[src/hw/rtl/cld_ram.sv]
// single write port, single registered read port ring storage
`default_nettype none
module cld_ram #(
  parameter int DEPTH  = 256,
  parameter int ADDR_W = 8
) (
  input  wire logic              clk,
  input  wire logic              wr_en,
  input  wire logic [ADDR_W-1:0] wr_addr,
  input  wire logic [7:0]        wr_data,
  input  wire logic              rd_en,
  input  wire logic [ADDR_W-1:0] rd_addr,
  output logic      [7:0]        rd_data
);

  logic [7:0] mem [DEPTH];

  always_ff @(posedge clk) begin
    if (wr_en) begin
      mem[wr_addr] <= wr_data;
    end
  end

  always_ff @(posedge clk) begin
    if (rd_en) begin
      rd_data <= mem[rd_addr];
    end
  end

endmodule
`default_nettype wire

[config.mk]
export PLATFORM = sky130hd
export DESIGN_NAME = cld_ram
export DESIGN_NICKNAME = d
export VERILOG_FILES = /design/src/hw/rtl/cld_ram.sv
export SDC_FILE = /design/constraint.sdc
export NUM_CORES = 2
export LEC_CHECK = 0
export CAP_MARGIN = 20
export CORE_MARGIN = 5
export CORE_UTILIZATION = 35
export DETAILED_ROUTE_END_ITERATION = 8
export DONT_BUFFER_PORTS = 1
export PLACE_DENSITY_LB_ADDON = 0.12
export SKIP_LAST_GASP = 1
export SLEW_MARGIN = 20
export SYNTH_ARGS = -nofsm -noshare
export SYNTH_HDL_FRONTEND = slang
export SYNTH_SLANG_ARGS = --single-unit
[constraint.sdc]
create_clock -name clk -period 3.4 [get_ports clk]
set_clock_uncertainty 0.2 [all_clocks]
set_input_delay 0.34 -clock clk [delete_from_list [all_inputs] [get_ports clk]]
set_output_delay 0.34 -clock clk [all_outputs]
set_load 0.02 [all_outputs]
-- After elaboration in Yosys (flattened, before gate mapping)
Memory sizes are Yosys's and may differ from the RTL's. A register that Yosys moved wholly into a read port is not among the register bits.
Index checks and enable logic that the tools add are counted.
- register bits: 0
- memory bits (writable): 2048
- logic and storage cells: 3
- memories kept: 1
- memories (name ; depth ; width ; read ports ; clocked after Yosys merged registers in ; write ports ; RTL line ; source):
    mem ; 256 ; 8 ; 1 ; 1 ; 1 ; 16 ; logic [7:0] mem [DEPTH];
- mux-type cells: 2
- operator list (operator ; number):
    $mux W1 ; 2

-- Longest topological paths before layout
- depth after elaboration: 2
- mapped depth: 11
- gate-level depth less buffers: 6

-- Worst setup path before layout
OpenSTA, ideal clock, no wires.
- kind: input to register
- start point: in rd_addr[0]
- end point: reg rd_data[2], read port of mem (data pin)
- library setup time: 0.269 ns
- data arrival time: 2.147 ns
- data required time: 2.931 ns
- slack: 0.784 ns
- stages: 9
- path buffers: 4
- cell sequence: buf_6 buf_12 buf_8 buf_2 mux4_2 a22oi_1 a21oi_1 nor4_1 nor4_2
- RTL lines (what ; RTL line ; source):
    start, declared ; 12 ; input wire logic [ADDR_W-1:0] rd_addr,
    end, declared ; 13 ; output logic [7:0] rd_data

==> results summary <==
The flow ran to the end, but the final reports show violations. The final reports fail on hold timing. Cells with a size suffix above 1 make up 26.75% of the layout.

The source of the worst hold timing path is wr_data[6]. The most used flip-flop cell after synthesis is sky130_fd_sc_hd__edfxtp_1. STA puts the critical path data required time at 3800 ps. The total wirelength of the detailed-routed design came out at 223900 um.

At the pin with the least slew margin, the transition time is 1084 ps. The floorplan step defined a die boundary enclosing 0.2372 mm2. Detailed routing inserted a total of 38890 vias.

The number of synthesis warnings is 0. The post-detailed-placement half-perimeter wirelength is 120600 um. By area the synthesized netlist is led by sky130_fd_sc_hd__edfxtp_1 (78%), sky130_fd_sc_hd__mux4_2 (13%), sky130_fd_sc_hd__mux2i_1 (1.7%), sky130_fd_sc_hd__nor2_1 (1.3%), sky130_fd_sc_hd__a22oi_1 (1.3%).

Summed over all nets, the switching power comes to 0.01098 W. The net count after synthesis came out at 3760. The placeable core region came out at 0.2268 mm2. The biggest area contributor in the post-synthesis netlist is sky130_fd_sc_hd__edfxtp_1. Setup repair after global routing left no endpoint under its margin.

The clock sink total came out at 2056. The combinational fraction of design power came out at 3.8%. The power share of the sequential group came out at 53.2%. The worst setup slack for register-to-register paths came out at 120 ps.

The max-slew violation count is 0. The worst slew margin relative to its limit is 27.70%. The signal on the critical path passes through mux4_2 > nand2b_1 > a311oi_1 > dlygate4sd3_1 > o221ai_1 > a211oi_1 > dlygate4sd3_1 > nor4_1.

The worst register-to-register path begins at mem[43][3]. The total placed cells including tap cells came out at 6854. The length of the first detailed-routing pass in iterations came out at 5.

The number of remaining DRC errors is 0. The H-tree was split into 4 levels. The final-report hold violation count is 1852. By count the netlist is led by sky130_fd_sc_hd__edfxtp_1 (2056), sky130_fd_sc_hd__mux4_2 (454), sky130_fd_sc_hd__nor2_1 (282), sky130_fd_sc_hd__mux2i_1 (134), sky130_fd_sc_hd__a22oi_1 (133). The average instance in the mapped netlist occupies 21.33 um2. The endpoint with the worst hold slack is mem[86][6].

The cell sitting at the root of the clock tree is a sky130_fd_sc_hd__clkbuf_16. The floorplan die height is 487.0 um. The maximum number of pins on one net before global-route repair is 579. The count of endpoints failing setup in the final report is 0. Global routing used 18.36% of the available tracks across all layers. Cell internal power was estimated by the tool at 0.04168 W. The standard-cell row count is 175. The setup path with the least slack is of type reg2reg. The leakage power figure came out at 28.69 nW. The most frequent cell on the critical path is sky130_fd_sc_hd__dlygate4sd3_1. The post-synthesis instance total is 3733. The clock-pin slew on the worst setup and hold paths is 60 ps. The cell area after synthesis is 0.07964 mm2.

The fraction of power consumed by the clock network is 43.0%. The proportion of synthesized chip area in sequential cells is 77.53%. After routing, the total negative slack on setup checks comes to 0 ps. The startpoint kind of the worst setup timing path is a flop. The leftover overflow at the end of global routing is 0. The worst reg-to-reg path cell count came out at 8.

The stage delay of the slowest cell on the critical path is 610 ps. After layout, the design draws a total of 0.05266 W. The count of placed standard cells in the final layout, fillers left out came out at 7278. The worst-case IR drop observed on VDD is 0.5701 mV. The total I/O pin count came out at 35. The arrival time of data at the critical path endpoint is 3680 ps. The synthesized netlist contains 54 unique library cells. The cell count of the worst hold path is 0. The first-pass GRT wire length is 311100 um. The average wire per standard cell is 30.77 um.

Together, buffers and inverters on the worst path number 2. The share of the clock period used by the worst path is 96.41%. The count of hold buffers inserted by post-cts repair is 23. The synthesized design contains 2056 enable-type register cells. The cell area after layout came out at 0.09217 mm2. The number of synthesized register bits is 2056. The type of the tightest min-delay check is in2reg.

Counting the buffers created by CTS gives 216. The detail-routed via count per cell is 5.344. The number of max-cap violations is 0. The DRC violation total after the first TritonRoute iteration came out at 3676.

The via count of the first global-routing pass is 40180. The worst hold slack across all endpoints is -589.3 ps. The final weighted congestion of routability-driven global placement came out at 0.7506. The signed area change from the synthesized netlist to the final layout is 15.73%. The horizontal die dimension is 487.0 um. The port buffer count came out at 0. The proportion of total power due to net switching is 20.84%. Dividing total power by cell area gives a power density of 571.3 mW/mm2. TritonCTS built the clock tree.

The number of antenna violations at the first check in global routing came out at 13. For this configuration, the core starts out at a cell density of 35.11%. The largest driver fanout on the critical path is 1.

The count of nets left with antenna violations after detail routing is 0. Derived from the worst setup path, the maximum achievable clock frequency is 305.1 MHz. The cell family contributing the most delay on the critical path is buffers and inverters. The net count of the finished layout is 4129. On the critical path, the stage with the largest delay is an instance of sky130_fd_sc_hd__dlygate4sd3_1.

The clock period could shrink to 3278 ps. After synthesis, the share of flip-flops with an asynchronous set or reset is 0%. STA classifies the critical path endpoint as a flop. By instance count, the leading cell after synthesis is sky130_fd_sc_hd__edfxtp_1. The buffer depth of the longest clock path came out at 3. The worst-skew pair later-pin latency came out at 860 ps. In this run the critical register-to-register path is captured at rd_data[3].

The filler cell count is 20250. Summed over its instances, the top area cell type makes up 77.53% of the synthesized netlist area. The total cell area at the placement stage is 0.08482 mm2.
power groups by stage:
| stage | clock (W) | sequential (W) | combinational (W) |
|---|---|---|---|
| floorplan | 0 | 0.0285 | 0.00136 |
| global route | 0.0243 | 0.0280 | 0.00211 |
| detailed placement | 0 | 0.0286 | 0.00170 |
| CTS | 0.0232 | 0.0280 | 0.00175 |
| global placement | 0 | 0.0286 | 0.00170 |
| finish | 0.0226 | 0.0280 | 0.00201 |
sequential cells by signal, indices dropped and copies added, names as in the netlist:
register / flops
rd_data: 8
mem: 2048
placed cells by master, fill, tap and decap left out, types with 6 or more instances in the layout:
cell type | synthesis | layout
sky130_fd_sc_hd__edfxtp_1 | 2056 | 2056
sky130_fd_sc_hd__mux4_2 | 454 | 454
sky130_fd_sc_hd__buf_4 | 27 | 333
sky130_fd_sc_hd__nor2_1 | 282 | 279
sky130_fd_sc_hd__clkbuf_16 | 0 | 229
sky130_fd_sc_hd__mux2i_1 | 134 | 134
sky130_fd_sc_hd__a22oi_1 | 133 | 133
sky130_fd_sc_hd__a21oi_1 | 96 | 96
sky130_fd_sc_hd__clkinv_1 | 1 | 47
sky130_fd_sc_hd__clkbuf_1 | 111 | 47
sky130_fd_sc_hd__o221ai_1 | 46 | 46
sky130_fd_sc_hd__clkinv_2 | 0 | 34
sky130_fd_sc_hd__nand2_1 | 33 | 33
sky130_fd_sc_hd__o22ai_1 | 28 | 28
sky130_fd_sc_hd__nor2b_1 | 31 | 28
sky130_fd_sc_hd__nand3_1 | 34 | 25
sky130_fd_sc_hd__dlygate4sd3_1 | 0 | 23
sky130_fd_sc_hd__nor4_1 | 24 | 21
sky130_fd_sc_hd__nor3_1 | 22 | 18
sky130_fd_sc_hd__a211oi_1 | 16 | 16
sky130_fd_sc_hd__bufinv_16 | 0 | 14
sky130_fd_sc_hd__a221oi_1 | 13 | 13
sky130_fd_sc_hd__buf_12 | 8 | 11
sky130_fd_sc_hd__nand4_1 | 10 | 10
sky130_fd_sc_hd__o211ai_1 | 10 | 10
sky130_fd_sc_hd__o21ai_0 | 10 | 10
sky130_fd_sc_hd__nand3_2 | 0 | 9
sky130_fd_sc_hd__nand2b_1 | 8 | 8
sky130_fd_sc_hd__a22o_1 | 8 | 8
sky130_fd_sc_hd__clkinvlp_4 | 0 | 7
sky130_fd_sc_hd__nor4_2 | 3 | 6
sky130_fd_sc_hd__buf_16 | 0 | 6
metrics by stage:
stage / hold WS, ps / worst slack [ps] / util, %
final: -589.3 / 122.0 / 40.63
after global routing: -655.4 / 5.611 / 40.63
after CTS: -663.4 / 157.1 / 40.44
after detailed placement: 266.6 / -306.8 / 37.39
after global placement: 266.6 / -377.7 / 37.38
after floorplan: 238.9 / 783.9 / -
kinds of logic (layout without fill, tap and decap cells):
kind of cell	count (synthesis)	in the layout	share of synthesized area, %
buffers and inverters	235	768	1.829
AO/OA/AOI/OAI	385	385	3.416
multiplexers	591	591	14.60
other	0	3	0
AND/OR/NAND/NOR	466	466	2.625
flip-flops	2056	2056	77.53
layout make-up:
cell class | count | area (um2) | share of cell area (%)
antenna | 3 | 7.507 | 0.008145
multi-input combinational | 1442 | 16580 | 17.98
sequential | 2056 | 61740 | 66.99
clock buffer | 266 | 5657 | 6.137
inverter | 2 | 7.507 | 0.008145
clock inverter | 116 | 1039 | 1.127
timing repair buffer | 384 | 3377 | 3.664
tap | 3009 | 3765 | 4.085
how the worst max path moves through the flow:
stage,from,endpoint,depth (start not counted)
6_report,mem[43][3],rd_data[3],8
5_1_grt,mem[43][3],rd_data[3],8
4_1_cts,mem[42][3],rd_data[3],8
3_5_place_dp,rd_addr[0],rd_data[0],7
3_3_place_gp,rd_addr[1],rd_data[4],8
2_1_floorplan,rd_addr[0],rd_data[2],9
what timing repair did:
| action | 4_1_cts | 5_1_grt |
|---|---|---|
| resized for setup | 0 | 0 |
| setup endpoints to repair | 0 | 8 |
| setup buffers | 0 | 0 |
| endpoints found under the hold margin | 2854 | 2048 |
per-layer routing:
layer	routed length, um	up-vias	track usage [%]
li1	-	16450	-
met1	98080	21130	25.97
met2	109700	1060	30.23
met3	12100	257	2.933
met4	4037	2	3.866
met5	11	-	0
Power figures use the tool's default switching activity.
